<file path="src/fcgi_nv_pkg.sv">
// ----------------------------------------------------------------------------
// fcgi_nv_pkg
// Shared types and constants for the name-value pair parser.
// ----------------------------------------------------------------------------
`default_nettype none

package fcgi_nv_pkg;

    localparam int LEN_W = 31;

    typedef enum logic [2:0] {
        PH_NAME_LEN   = 3'd0,
        PH_NAME_TAIL  = 3'd1,
        PH_VAL_LEN    = 3'd2,
        PH_VAL_TAIL   = 3'd3,
        PH_NAME_BYTES = 3'd4,
        PH_VAL_BYTES  = 3'd5
    } phase_t;

    typedef enum logic [1:0] {
        KIND_LEN   = 2'd0,
        KIND_NAME  = 2'd1,
        KIND_VALUE = 2'd2
    } kind_t;

    localparam logic [1:0] TAIL_BYTES = 2'd3;

    typedef struct packed {
        phase_t             phase;
        logic [LEN_W-1:0]   acc;
        logic [1:0]         left;
        logic [LEN_W-1:0]   name_len;
        logic [LEN_W-1:0]   value_len;
        logic [LEN_W-1:0]   remaining;
    } parse_state_t;

    typedef struct packed {
        kind_t              kind;
        logic [7:0]         out_byte;
        logic [LEN_W-1:0]   name_length;
        logic [LEN_W-1:0]   value_length;
        logic               name_done;
        logic               pair_done;
        logic               truncated;
    } parse_result_t;

endpackage

`default_nettype wire

</file>
<file path="src/fcgi_nv_step.sv">
// ----------------------------------------------------------------------------
// fcgi_nv_step
// Next-state and result logic for one content byte.
// ----------------------------------------------------------------------------
`default_nettype none

module fcgi_nv_step (
    input  var fcgi_nv_pkg::parse_state_t  cur,
    input  wire logic [7:0]                data_byte,
    input  wire logic                      last_byte,
    output var fcgi_nv_pkg::parse_state_t  nxt,
    output var fcgi_nv_pkg::parse_result_t res
);

    fcgi_nv_pkg::parse_state_t s;
    logic [fcgi_nv_pkg::LEN_W-1:0] acc_shift;
    logic [fcgi_nv_pkg::LEN_W-1:0] first_len;
    logic [fcgi_nv_pkg::LEN_W-1:0] tail_len;
    logic [1:0]                    left_dec;
    logic                          tail_done;
    logic                          rem_last;
    logic [fcgi_nv_pkg::LEN_W-1:0] rem_dec;
    logic                          nd;
    logic                          pd;

    assign acc_shift = {cur.acc[fcgi_nv_pkg::LEN_W-9:0], data_byte};
    assign first_len = {{(fcgi_nv_pkg::LEN_W-7){1'b0}}, data_byte[6:0]};
    assign tail_len  = acc_shift;
    assign tail_done = (cur.left <= 2'd1);
    assign left_dec  = (cur.left != 2'd0) ? cur.left - 2'd1 : 2'd0;
    assign rem_last  = (cur.remaining <= {{(fcgi_nv_pkg::LEN_W-1){1'b0}}, 1'b1});
    assign rem_dec   = cur.remaining - {{(fcgi_nv_pkg::LEN_W-1){1'b0}}, 1'b1};

    always_comb
    begin
        s            = cur;
        nd           = 1'b0;
        pd           = 1'b0;
        res.kind     = fcgi_nv_pkg::KIND_LEN;
        res.out_byte = 8'd0;

        case (cur.phase)
            fcgi_nv_pkg::PH_NAME_TAIL:
            begin
                s.acc  = acc_shift;
                s.left = left_dec;
                if (tail_done)
                begin
                    s.name_len = tail_len;
                    s.phase    = fcgi_nv_pkg::PH_VAL_LEN;
                end
            end
            fcgi_nv_pkg::PH_VAL_LEN, fcgi_nv_pkg::PH_VAL_TAIL:
            begin
                if (cur.phase == fcgi_nv_pkg::PH_VAL_LEN)
                begin
                    if (data_byte[7])
                    begin
                        s.acc   = first_len;
                        s.left  = fcgi_nv_pkg::TAIL_BYTES;
                        s.phase = fcgi_nv_pkg::PH_VAL_TAIL;
                    end
                    else
                    begin
                        s.value_len = {{(fcgi_nv_pkg::LEN_W-8){1'b0}}, data_byte};
                    end
                end
                else
                begin
                    s.acc  = acc_shift;
                    s.left = left_dec;
                    if (tail_done)
                    begin
                        s.value_len = tail_len;
                    end
                end
                // both lengths known
                if ((cur.phase == fcgi_nv_pkg::PH_VAL_LEN && !data_byte[7])
                    || (cur.phase == fcgi_nv_pkg::PH_VAL_TAIL && tail_done))
                begin
                    if (s.name_len != '0)
                    begin
                        s.remaining = s.name_len;
                        s.phase     = fcgi_nv_pkg::PH_NAME_BYTES;
                    end
                    else
                    begin
                        nd = 1'b1;
                        if (s.value_len != '0)
                        begin
                            s.remaining = s.value_len;
                            s.phase     = fcgi_nv_pkg::PH_VAL_BYTES;
                        end
                        else
                        begin
                            pd      = 1'b1;
                            s.phase = fcgi_nv_pkg::PH_NAME_LEN;
                        end
                    end
                end
            end
            fcgi_nv_pkg::PH_NAME_BYTES:
            begin
                res.kind     = fcgi_nv_pkg::KIND_NAME;
                res.out_byte = data_byte;
                if (rem_last)
                begin
                    nd = 1'b1;
                    if (cur.value_len != '0)
                    begin
                        s.remaining = cur.value_len;
                        s.phase     = fcgi_nv_pkg::PH_VAL_BYTES;
                    end
                    else
                    begin
                        s.remaining = '0;
                        pd          = 1'b1;
                        s.phase     = fcgi_nv_pkg::PH_NAME_LEN;
                    end
                end
                else
                begin
                    s.remaining = rem_dec;
                end
            end
            fcgi_nv_pkg::PH_VAL_BYTES:
            begin
                res.kind     = fcgi_nv_pkg::KIND_VALUE;
                res.out_byte = data_byte;
                if (rem_last)
                begin
                    s.remaining = '0;
                    pd          = 1'b1;
                    s.phase     = fcgi_nv_pkg::PH_NAME_LEN;
                end
                else
                begin
                    s.remaining = rem_dec;
                end
            end
            default:
            begin
                // name length, also unused phase codes
                s.value_len = '0;
                if (data_byte[7])
                begin
                    s.name_len = '0;
                    s.acc      = first_len;
                    s.left     = fcgi_nv_pkg::TAIL_BYTES;
                    s.phase    = fcgi_nv_pkg::PH_NAME_TAIL;
                end
                else
                begin
                    s.name_len = {{(fcgi_nv_pkg::LEN_W-8){1'b0}}, data_byte};
                    s.phase    = fcgi_nv_pkg::PH_VAL_LEN;
                end
            end
        endcase

        res.name_length  = s.name_len;
        res.value_length = s.value_len;
        res.name_done    = nd;
        res.pair_done    = pd;
        res.truncated    = last_byte && (s.phase != fcgi_nv_pkg::PH_NAME_LEN);

        if (res.truncated)
        begin
            nxt = '{phase: fcgi_nv_pkg::PH_NAME_LEN, acc: '0, left: 2'd0,
                    name_len: '0, value_len: '0, remaining: '0};
        end
        else
        begin
            nxt = s;
        end
    end

endmodule

`default_nettype wire

</file>
<file path="src/fastcgi_name_value_parser_core.sv">
// ----------------------------------------------------------------------------
// fastcgi_name_value_parser_core
// Decodes the name-value pairs of params record content, one byte per item.
// ----------------------------------------------------------------------------
// each accepted item's result is registered in the result entry, or in the skid
// entry while the result entry is held; one item per cycle while the skid is empty
// a two-entry output stage (result register plus skid) keeps s_tready high
// while only the result entry holds a waiting result
// reset: rst_n clears the parser state and the valid flags of both output entries
`default_nettype none

module fastcgi_name_value_parser_core (
    input  wire logic        clk,
    input  wire logic        rst_n,
    input  wire logic        s_tvalid,
    output var  logic        s_tready,
    input  wire logic [7:0]  s_tdata,   // data_byte
    input  wire logic        s_tlast,
    output var  logic        m_tvalid,
    input  wire logic        m_tready,
    output var  logic [79:0] m_tdata,   // out_byte, name_length, value_length,
                                        // name_done, pair_done, truncated, zero fill
    output var  logic [1:0]  m_tuser    // kind
);

    fcgi_nv_pkg::parse_state_t  state_reg;
    fcgi_nv_pkg::parse_state_t  state_next;
    fcgi_nv_pkg::parse_result_t res;
    fcgi_nv_pkg::parse_result_t out_reg;
    fcgi_nv_pkg::parse_result_t skid_reg;
    logic                       out_valid_reg;
    logic                       skid_valid_reg;
    logic                       accept;
    logic                       take;

    fcgi_nv_step u_step (
        .cur       (state_reg),
        .data_byte (s_tdata),
        .last_byte (s_tlast),
        .nxt       (state_next),
        .res       (res)
    );

    assign s_tready = !skid_valid_reg;
    assign accept   = s_tvalid && s_tready;
    assign take     = out_valid_reg && m_tready;

    always_ff @(posedge clk or negedge rst_n)
    begin
        if (!rst_n)
        begin
            state_reg      <= '{phase: fcgi_nv_pkg::PH_NAME_LEN, acc: '0, left: 2'd0,
                                name_len: '0, value_len: '0, remaining: '0};
            out_valid_reg  <= 1'b0;
            skid_valid_reg <= 1'b0;
        end
        else
        begin
            if (accept)
            begin
                state_reg <= state_next;
                if (!out_valid_reg || take)
                begin
                    out_valid_reg <= 1'b1;
                end
                else
                begin
                    skid_valid_reg <= 1'b1;
                end
            end
            else if (take)
            begin
                if (skid_valid_reg)
                begin
                    skid_valid_reg <= 1'b0;
                end
                else
                begin
                    out_valid_reg <= 1'b0;
                end
            end
        end
    end

    always_ff @(posedge clk)
    begin
        if (accept)
        begin
            if (!out_valid_reg || take)
            begin
                out_reg <= res;
            end
            else
            begin
                skid_reg <= res;
            end
        end
        else if (take && skid_valid_reg)
        begin
            out_reg <= skid_reg;
        end
    end

    assign m_tvalid = out_valid_reg;
    assign m_tuser  = out_reg.kind;
    assign m_tdata  = {7'd0, out_reg.truncated, out_reg.pair_done, out_reg.name_done,
                       out_reg.value_length, out_reg.name_length, out_reg.out_byte};

`ifndef NO_ASSERTIONS
    a_skid_needs_out: assert property (@(posedge clk) disable iff (!rst_n)
        skid_valid_reg |-> out_valid_reg)
        else $error("skid entry held without result entry");

    a_trunc_resets: assert property (@(posedge clk) disable iff (!rst_n)
        (accept && res.truncated) |=>
            (state_reg.phase == fcgi_nv_pkg::PH_NAME_LEN && state_reg.remaining == '0))
        else $error("parser not reset after truncation");

    a_pair_not_trunc: assert property (@(posedge clk) disable iff (!rst_n)
        m_tvalid |-> !(out_reg.pair_done && out_reg.truncated))
        else $error("pair done and truncated together");

    a_kind_legal: assert property (@(posedge clk) disable iff (!rst_n)
        (m_tvalid && m_tuser != fcgi_nv_pkg::KIND_LEN) |-> !out_reg.truncated
            || out_reg.name_length != '0 || out_reg.value_length != '0)
        else $error("data byte result without decoded length");
`endif

endmodule

`default_nettype wire
</file>
<file path="config.mk">
export PLATFORM = sky130hd
export DESIGN_NAME = fastcgi_name_value_parser_core
export DESIGN_NICKNAME = d
export VERILOG_FILES = /design/src/fcgi_nv_pkg.sv /design/src/fcgi_nv_step.sv /design/src/fastcgi_name_value_parser_core.sv
export SDC_FILE = /design/constraint.sdc
export NUM_CORES = 1
export LEC_CHECK = 0
export BUFFER_PORTS_ARGS = -buffer_cell sky130_fd_sc_hd__buf_2
export CORE_MARGIN = 2
export CORE_UTILIZATION = 39
export CTS_CLUSTER_SIZE = 30
export DETAILED_ROUTE_END_ITERATION = 7
export HOLD_SLACK_MARGIN = 0.08
export PLACE_DENSITY = 0.68
export SETUP_SLACK_MARGIN = 0.02
export SLEW_MARGIN = 15
export SYNTH_ARGS = -nofsm -noshare
export SYNTH_HDL_FRONTEND = slang
export SYNTH_SLANG_ARGS = --single-unit
</file>
<file path="constraint.sdc">
create_clock -name clk -period 7.9 [get_ports clk]
set_input_delay 1.185 -clock clk [delete_from_list [all_inputs] [get_ports clk]]
set_output_delay 1.185 -clock clk [all_outputs]
set_load 0.1 [all_outputs]
</file>
==> summary.md, run 1 <==
| Metric | Value |
|---|---|
| FMAX | approximately 230 MHz |
| Ratio of cells with drive above 1 in the final layout | 14.4% |
| Period utilization | a little under three fifths |
| Yosys reg bits | between 200 and 300 |
| Worst skew pair latency | ~0.55 ns |
| Boundary pin count | 97 |
| CTS tree | done |
| Setup crit end kind | register |
| Clk buf depth | 3 |
| Final HPWL DP | roughly 25 mm |
| Max-Cap Viols | 0 |
| Core Area | roughly 34000 um^2 |
| Critical Path Start Type | register |
| CTS Hold Bufs | 0 |
| Global-route wire length before repair | about 59 mm |
| Initial Util | 39.5% |
| 1st-iter DRT viols | about 1.2k |
| Top post-synthesis cells by area | edfxtp_1 34%, dfrtp_1 23%, a22o_1 5.1% |
| Worst Tran Pin Value | about 1.1 ns |
| Filler Cells Inserted | ~3.1k |
| Port buffer count | 89 |
| Avg Inst Size Synth | 10.9 um^2 |
| Largest area contributor in the netlist | edfxtp_1 |
| Ys flop type | edfxtp_1 |
| Die area | ~35000 um^2 |
| Worst-path fanout max | 31 |
| Setup WS pre-CTS | roughly 2.9 ns |
| DRT Wirelength | 37.9 mm |
| CP Class | register to register |
| Post-synthesis sequential area ratio | 57.2% |
| Mapped cell area | 13200 um^2 |
| WP data required | between 8 and 9 ns |
| Area growth from synthesis to layout | 13.1% |
| Drt via density | roughly 6 |
| Multi-input gate area | 5100 um^2 |
| Final WS setup | around 3.5 ns |
| Synth async-reset ratio | between 40% and 50% |
| Final ANT Viol Nets | 0 |
| Yosys cell types | about 70 |
| Diodes inserted | 0 |
| # rows | 67 |
| Clock Sinks | roughly 270 |
| Residual DRC | 0 |
| Root Buffer Master | clkbuf_16 |
| Final setup viols | 0 |
| Worst slew margin | about 29% |
| Vias | approximately 10k |
| Cts repair resizes | 0 |
| Fin nets | around 1.3k |
| Setup bufs post-CTS | 0 |
| Initial antenna violation count | 0 |
| Worst endpoint data arrival time | slightly below 5 ns |
| Max reg flops | around 120 |
| Synth top area share | about 34% |
| H-tree depth | 1 |
| Number of enable flip-flop cells after synthesis | 150 |
| Hold Path Class | register to register |
| Number of global-route vias before repair | just under 10k |
| Clock skew | 0.0102 ns |
| Max-slew violations | 0 |
| GRT Total Usage | 21.2% |
| Drt wl/cell | ~22 um |
| FF/Latch Area | 7580 um^2 |
| Clock buffer count from CTS | 28 |
| Final Hold Vio Count | 0 |
| Fin crit period | ~4.4 ns |
| Die X | 188 um |
| Largest net degree at the start of global routing | between 90 and 100 |
| Fin Setup TNS | 0 ns |
| GR Overflow Total | 0 |
| Final GP Congestion | about 0.92 |
| Die Y | roughly 190 um |
| Reg clk slew, reported paths | around 0.060 ns |
| Mapped Cells | between 1k and 1.5k |
| Drt first pass iters | 7 |
| Synth warn | 0 |
| Status | completed |
| Unrepaired setup endpoints after global routing | no |
[routing by layer]
metal	part of all wire (%)	wire length, um	GRT usage (%)	vias to the layer above
li1	-	-	-	4666
met1	44	16500	31.0	5036
met2	44	16700	31.8	461
met3	9.0	3400	3.76	68
met4	3.2	1210	7.45	0
met5	0	0	0	-
[worst paths after layout]
kind	start	to	slack, ns	cells past startpoint
worst max-delay path	state_reg[127]$_DFFE_PN0P_	state_reg[94]$_DFFE_PN0P_	3.47	7
worst min-delay path	skid_reg[46]$_DFFE_PP_	m_tdata[20]$_DFFE_PP_	0.52	1
worst max register to register	state_reg[127]$_DFFE_PN0P_	state_reg[94]$_DFFE_PN0P_	3.47	7
worst min register to register	skid_reg[46]$_DFFE_PP_	m_tdata[20]$_DFFE_PP_	0.52	1
max in group asynchronous	rst_n	state_reg[74]$_DFFE_PN0P_	5.77	2
min in group asynchronous	rst_n	skid_valid_reg$_DFFE_PN0P_	0.73	1
[cell type report]
type	count	area share (%)
well taps	448	3.74
clock inverters	16	1.19
repair buffers	108	3.94
flip-flops and latches	273	50.6
multi-input cells	792	34.0
inverters	59	1.48
clock buffers	36	5.01
[through the flow]
stage	instances	hold WS, ns	utilization [%]	area (um^2)
after floorplan	1225	0.489	-	13300
after global placement	1680	0.501	41.9	14100
after detailed placement	1680	0.503	41.9	14100
after CTS	1732	0.518	44.7	15000
after global routing	1732	0.528	44.7	15000
final	1732	0.517	44.7	15000
[synthesized netlist by cell type, types with 21 or more instances]
master,instances
o21ai_0,49
nor3_1,44
o31ai_1,30
a32o_1,26
o22ai_1,27
a21o_1,40
nor2_1,71
nand2_1,119
nor4_1,21
inv_1,58
and2_1,44
edfxtp_1,150
a21oi_1,35
a22oi_1,46
clkbuf_1,80
a22o_1,77
dfrtp_1,123
[critical path: stages, from the launching register on]
cell and delay, ns:
dfrtp_1 0.88, nor3b_2 0.75, o22ai_2 0.13, buf_4 0.29
nor2_1 0.71, and2_1 0.40, o31a_1 0.84, o32ai_1 0.21
[cells by family (layout without fill, tap and decap cells)]
group	after synthesis	count (layout)	synth area share [%]
AND/OR/NAND/NOR	360	360	13.3
other	1	7	0.0283
flip-flops	273	273	57.2
buffers and inverters	160	219	4.92
XOR/XNOR	23	23	1.52
multiplexers	14	14	1.14
AO/OA/AOI/OAI	386	386	21.6
adder cells (fa/ha/maj)	2	2	0.189
[cells in the final DEF (no fill, tap or decap), types with 25 or more instances in the layout]
cell,netlist,final
edfxtp_1,150,150
dfrtp_1,123,123
nand2_1,119,118
buf_2,8,88
a22o_1,77,77
nor2_1,71,69
inv_1,58,58
o21ai_0,49,49
a22oi_1,46,46
and2_1,44,44
nor3_1,44,43
a21o_1,40,39
a21oi_1,35,34
o31ai_1,30,30
clkbuf_16,0,28
a32o_1,26,26
o22ai_1,27,25
Power of run 1 is not shown: default switching activity piles up to over one toggle a cycle in this logic, so the estimate is an artifact.
==> run 2, diff against run 1 <==
Settings changed: PLACE_DENSITY 0.68 to 0.7.
Clock period 7.9 ns to 3.7 ns, I/O delays scaled along.
==> summary.md, run 2 (same netlist as run 1, synthesis figures left out) <==
| Metric | Value |
|---|---|
| Status | completed |
| CTS tree | done |
| Die X | 188 um (unchanged) |
| Vias | 10.3k (+0.92%) |
| Worst endpoint data arrival time | 3.90 ns (-0.91 ns) |
| Commonest non-fill, non-tap cell in the layout | edfxtp_1 |
| Max-Cap Viols | 0 (unchanged) |
| Residual DRC | 0 (unchanged) |
| Commonest cells after routing, fill and taps aside | 150 x edfxtp_1, 123 x dfrtp_1, 118 x nand2_1 |
| Boundary pin count | 97 (unchanged) |
| FMAX | 288 MHz (+27%) |
| Final setup viols | 0 (unchanged) |
| CP startpoint | state_reg[10]$_DFFE_PN0P_ |
| Root Buffer Master | clkbuf_16 |
| Max-slew violations | 0 (unchanged) |
| Die area | 35500 um^2 (unchanged) |
| Clock buffer count from CTS | 27 (-3.6%) |
| Hold path startpoint | m_tready |
| Clock Sinks | 273 (unchanged) |
| Global-route wire length before repair | 57.2 mm (-3.0%) |
| Drt via density | 5.87 (-0.69%) |
| Die Y | 188 um (unchanged) |
| Setup crit end kind | register |
| DRT Wirelength | 36.4 mm (-3.8%) |
| Initial Util | 39.5% (unchanged) |
| Final GP Congestion | 0.944 (+2.8%) |
| Final HPWL DP | 24.6 mm (about the same) |
| Core Area | 33500 um^2 (unchanged) |
| WP data required | 4.12 ns (-4.16 ns) |
| WP buf/inv | 2 (+1) |
| Worst path top cell family by delay | simple AND/OR/NAND/NOR gates |
| Final WS setup | 0.225 ns (-3.25 ns) |
| Fin Setup TNS | 0 ns (unchanged) |
| GR Overflow Total | 0 (unchanged) |
| Clk buf depth | 3 (unchanged) |
| CP Class | register to register |
| Final Hold Vio Count | 0 (unchanged) |
| Area growth from synthesis to layout | 15.3% |
| Diodes inserted | 0 (unchanged) |
| Period utilization | 93.9% (+38 points) |
| Hold Path Class | input pin to register |
| H-tree depth | 1 (unchanged) |
| Clock skew | 0.0143 ns (+0.00408 ns) |
| Slowest cell on crit path | or4b_1 |
| 1st-iter DRT viols | 961 (-17%) |
| Port buffer count | 89 (unchanged) |
| Fin nets | 1307 (+2.3%) |
| Worst-path fanout max | 46 (+48%) |
| Max reg flops | 121 (unchanged) |
| Critical Path Start Type | register |
| Largest net degree at the start of global routing | 86 (-8.5%) |
| R2r startpoint | state_reg[10]$_DFFE_PN0P_ |
| FF/Latch Area | 7580 um^2 (unchanged) |
| GRT Total Usage | 20.2% (-1.0 points) |
| # rows | 67 (unchanged) |
| CP peak stage delay | 0.61 ns (-0.27 ns) |
| Filler Cells Inserted | 3109 (-0.77%) |
| Initial antenna violation count | 0 (unchanged) |
| Reg clk slew, reported paths | 0.07 ns (about the same) |
| Drt wl/cell | 20.7 um (-5.3%) |
| Ratio of cells with drive above 1 in the final layout | 16.1% (+1.7 points) |
| Worst slew margin | 28.8% (about the same) |
| Fin crit period | 3.47 ns (-0.955 ns) |
| Drt first pass iters | 5 (-2) |
| Worst skew pair latency | 0.54 ns (about the same) |
| Final ANT Viol Nets | 0 (unchanged) |
| Multi-input gate area | 5110 um^2 (+0.20%) |
| Crit-path cells | or4_4 -> or3_1 -> or4b_1 -> o21ai_1 -> a21bo_2 -> o21ai_4 -> inv_2 -> buf_12 -> o31ai_1 |
| Worst Tran Pin Value | 1.07 ns (-0.0000758 ns) |
| Unrepaired setup endpoints after global routing | no |
| Number of global-route vias before repair | 9982 (+1.9%) |
| Setup WS pre-CTS | 0.228 ns (-2.62 ns) |
run 2: changes by cell type in the layout (fill, tap and decap cells not counted), sizes merged:
cell         change
clkinv           -3
inv              +1
dlygate4sd3      +1
clkbuf           -3
buf             +30
clkinvlp         +2
run 2: per-stage QoR:
| stage | std cells | area, um^2 | hold slack, ns | utilization (%) |
|---|---|---|---|---|
| global placement | 1709 | 14300 | 0.501 | 42.8 |
| global route | 1760 | 15300 | 0.276 | 45.5 |
| detailed placement | 1709 | 14300 | 0.501 | 42.8 |
| finish | 1760 | 15300 | 0.270 | 45.5 |
| floorplan | 1225 | 13300 | 0.259 | - |
| CTS | 1759 | 15200 | 0.257 | 45.5 |
run 2: layout make-up:
cell class / count / area share [%]
Tap cell: 448 / 3.67
Timing Repair Buffer: 139 / 5.90
Clock buffer: 33 / 4.77
Sequential cell: 273 / 49.7
Clock inverter: 16 / 1.11
Multi-Input combinational cell: 792 / 33.4
Inverter: 59 / 1.45
run 2: timing repair:
| item | 4_1_cts | 5_1_grt |
|---|---|---|
| endpoints found under the hold margin | 38 | 0 |
| setup buffers | 0 | 1 |
| endpoints found under the setup margin | 0 | 40 |
| resized for setup | 0 | 2 |
| hold buffers | 1 | 0 |
run 2: final timing paths:
check                      slack, ns  depth (start not counted)                         end
max in group asynchronous       2.25                          3  state_reg[109]$_DFFE_PN0P_
max                             0.23                          9   state_reg[42]$_DFFE_PN0P_
min reg2reg                     0.52                          1       m_tdata[34]$_DFFE_PP_
max reg2reg                     0.23                          9   state_reg[42]$_DFFE_PN0P_
min                             0.27                          2  skid_valid_reg$_DFFE_PN0P_
min in group asynchronous       0.55                          2  skid_valid_reg$_DFFE_PN0P_
run 2: layer usage:
layer	vias to the layer above	wire, um	GRT usage [%]
met3	73	2940	3.33
met2	464	16600	31.6
met4	0	1190	6.85
li1	4725	-	-
met1	5063	15800	28.8
met5	-	0	0
Power of run 2 is left out for the same reason.
==> run 3, diff against run 2 <==
Settings changed: CORE_ASPECT_RATIO set to 1.2.
==> summary.md, run 3 (same netlist as run 1, synthesis figures left out) <==
| Metric | Value |
|---|---|
| Status | completed |
| Worst slew margin | 26.3% (-2.5 points) |
| Final Hold Vio Count | 0 (unchanged) |
| Die Y | 206 um (+9.3%) |
| Core Area | 33300 um^2 (-0.58%) |
| Commonest cells after routing, fill and taps aside | 150 x edfxtp_1, 123 x dfrtp_1, 118 x nand2_1 |
| GRT met3 Usage | 3.75% (+0.42 points) |
| Final cell count without fillers | 1767 (+0.40%) |
| FF/Latch Area | 7580 um^2 (unchanged) |
| Filler Cells Inserted | 3081 (-0.90%) |
| WP data required | 4.16 ns (+0.04 ns) |
| Multi-input gate area | 5090 um^2 (-0.27%) |
| Max-slew violations | 0 (unchanged) |
| FF-to-FF End | state_reg[93]$_DFFE_PN0P_ |
| Final ANT Viol Nets | 0 (unchanged) |
| Residual DRC | 0 (unchanged) |
| Final HPWL DP | 25.9 mm (+5.2%) |
| Grt met1 use | 29.7% (+0.93 points) |
| Worst endpoint data arrival time | 3.95 ns (+0.05 ns) |
| Drt wl/cell | 21.5 um (+3.9%) |
| Drt first pass iters | 8 (+3) |
| CP Class | register to register |
| FMAX | 286 MHz (-0.54%) |
| Final GP Congestion | 1.01 (+7.2%) |
| Fin nets | 1311 (+0.31%) |
| Fin Setup TNS | 0 ns (unchanged) |
| Number of global-route vias before repair | 9829 (-1.5%) |
| Boundary pin count | 97 (unchanged) |
| Clk buf depth | 3 (unchanged) |
| Largest net degree at the start of global routing | 76 (-12%) |
| Hold Path Depth | 2 (unchanged) |
| H-tree depth | 1 (unchanged) |
| Hold Path End | skid_valid_reg$_DFFE_PN0P_ |
| Fin crit period | 3.49 ns (+0.0188 ns) |
| GR Overflow Total | 0 (unchanged) |
| Ratio of cells with drive above 1 in the final layout | 16.2% (+0.091 points) |
| Worst skew pair latency | 0.56 ns (+0.02 ns) |
| Clock buffer count from CTS | 27 (unchanged) |
| Initial Util | 39.7% (+0.23 points) |
| Reg clk slew, reported paths | 0.07 ns (about the same) |
| Drt via density | 5.87 (+0.13%) |
| R2r startpoint | state_reg[10]$_DFFE_PN0P_ |
| Port buffer count | 89 (unchanged) |
| Hold path startpoint | m_tready |
| Clock skew | 0.0201 ns (+0.00574 ns) |
| Root Buffer Master | clkbuf_16 |
| Cell count of the worst reg-to-reg path | 9 (unchanged) |
| Clock Sinks | 273 (unchanged) |
| Final setup viols | 0 (unchanged) |
| Area growth from synthesis to layout | 14.9% |
| Die X | 172 um (-8.5%) |
| Global-route wire length before repair | 59.1 mm (+3.3%) |
| Initial antenna violation count | 0 (unchanged) |
| Die area | 35500 um^2 (about the same) |
| Gr busiest metal | met2 |
| DRT Wirelength | 38.0 mm (+4.3%) |
| Setup crit end kind | register |
| Period utilization | 94.4% (+0.51 points) |
| 1st-iter DRT viols | 1153 (+20%) |
| Unrepaired setup endpoints after global routing | no |
| Diodes inserted | 0 (unchanged) |
| Max-Cap Viols | 0 (unchanged) |
| Worst Tran Pin Value | 1.11 ns (+0.0382 ns) |
| GRT Total Usage | 21.7% (+1.5 points) |
| Worst-path fanout max | 46 (unchanged) |
| # rows | 73 (+9.0%) |
| Critical Path Start Type | register |
| Hold Path Class | input pin to register |
| Max reg flops | 121 (unchanged) |
| Met2 track demand over resource | 34.5% (+2.9 points) |
| Commonest non-fill, non-tap cell in the layout | edfxtp_1 |
| Flop-to-flop setup slack | 0.21 ns (-0.02 ns) |
| Vias | 10.4k (+0.53%) |
| Placed cell count | 1716 (+0.41%) |
| CTS tree | done |
## run 3: changes by cell type in the layout (fill, tap and decap cells not counted), moves of 2 or more
cell / before / now
buf_4: 44 / 49
clkbuf_1: 3 / 7
clkinvlp_4: 3 / 1
clkinv_2: 3 / 5
clkinv_4: 1 / 3
bufinv_16: 3 / 0
## run 3: layout make-up
| class | count | area share (%) |
|---|---|---|
| Clock inverter | 13 | 0.625 |
| Sequential cell | 273 | 49.8 |
| Multi-Input combinational cell | 792 | 33.5 |
| Clock buffer | 37 | 4.88 |
| Inverter | 59 | 1.46 |
| Timing Repair Buffer | 143 | 6.04 |
| Tap cell | 450 | 3.70 |
## run 3: critical path, stage by stage, from the launching register on
cell and delay, ns:
dfrtp_1 0.43, or4_4 0.55, or3_1 0.43, or4b_1 0.63, o21ai_1 0.19, a21bo_2 0.30
o21ai_2 0.22, inv_2 0.13, buf_12 0.20, o32ai_1 0.29
## run 3: routing by layer
| layer | up-vias | wire [um] |
|---|---|---|
| met2 | 476 | 18100 |
| met3 | 85 | 2990 |
| met4 | 0 | 1260 |
| li1 | 4727 | - |
| met1 | 5092 | 15700 |
| met5 | - | 0 |
## run 3: worst max-delay path by stage
stage,depth (start not counted),slack [ns],start,end
floorplan,12,0.11,s_tdata[7],m_tdata[72]$_DFFE_PP_
global route,11,0.04,state_reg[126]$_DFFE_PN0P_,state_reg[93]$_DFFE_PN0P_
detailed placement,11,0.14,s_tdata[2],state_reg[93]$_DFFE_PN0P_
CTS,9,0.20,state_reg[10]$_DFFE_PN0P_,state_reg[93]$_DFFE_PN0P_
finish,9,0.21,state_reg[10]$_DFFE_PN0P_,state_reg[93]$_DFFE_PN0P_
global placement,11,0.20,s_tdata[2],state_reg[94]$_DFFE_PN0P_
## run 3: repair_timing
item,CTS,global route
buffers inserted,0,0
setup endpoints to repair,0,0
hold buffers,1,0
endpoints found under the hold margin,44,0
gates resized for setup,0,0
## run 3: per-stage QoR
stage          hold WS [ns]  setup slack, ns  utilization (%)  cell area [um^2]
2_1_floorplan         0.259            0.109                -             13300
3_3_place_gp          0.501            0.195             43.1             14400
3_5_place_dp          0.502            0.135             43.1             14400
4_1_cts               0.230            0.204             45.6             15200
5_1_grt               0.257           0.0374             45.6             15200
6_report              0.239            0.206             45.6             15200
Power of run 3 is left out for the same reason.
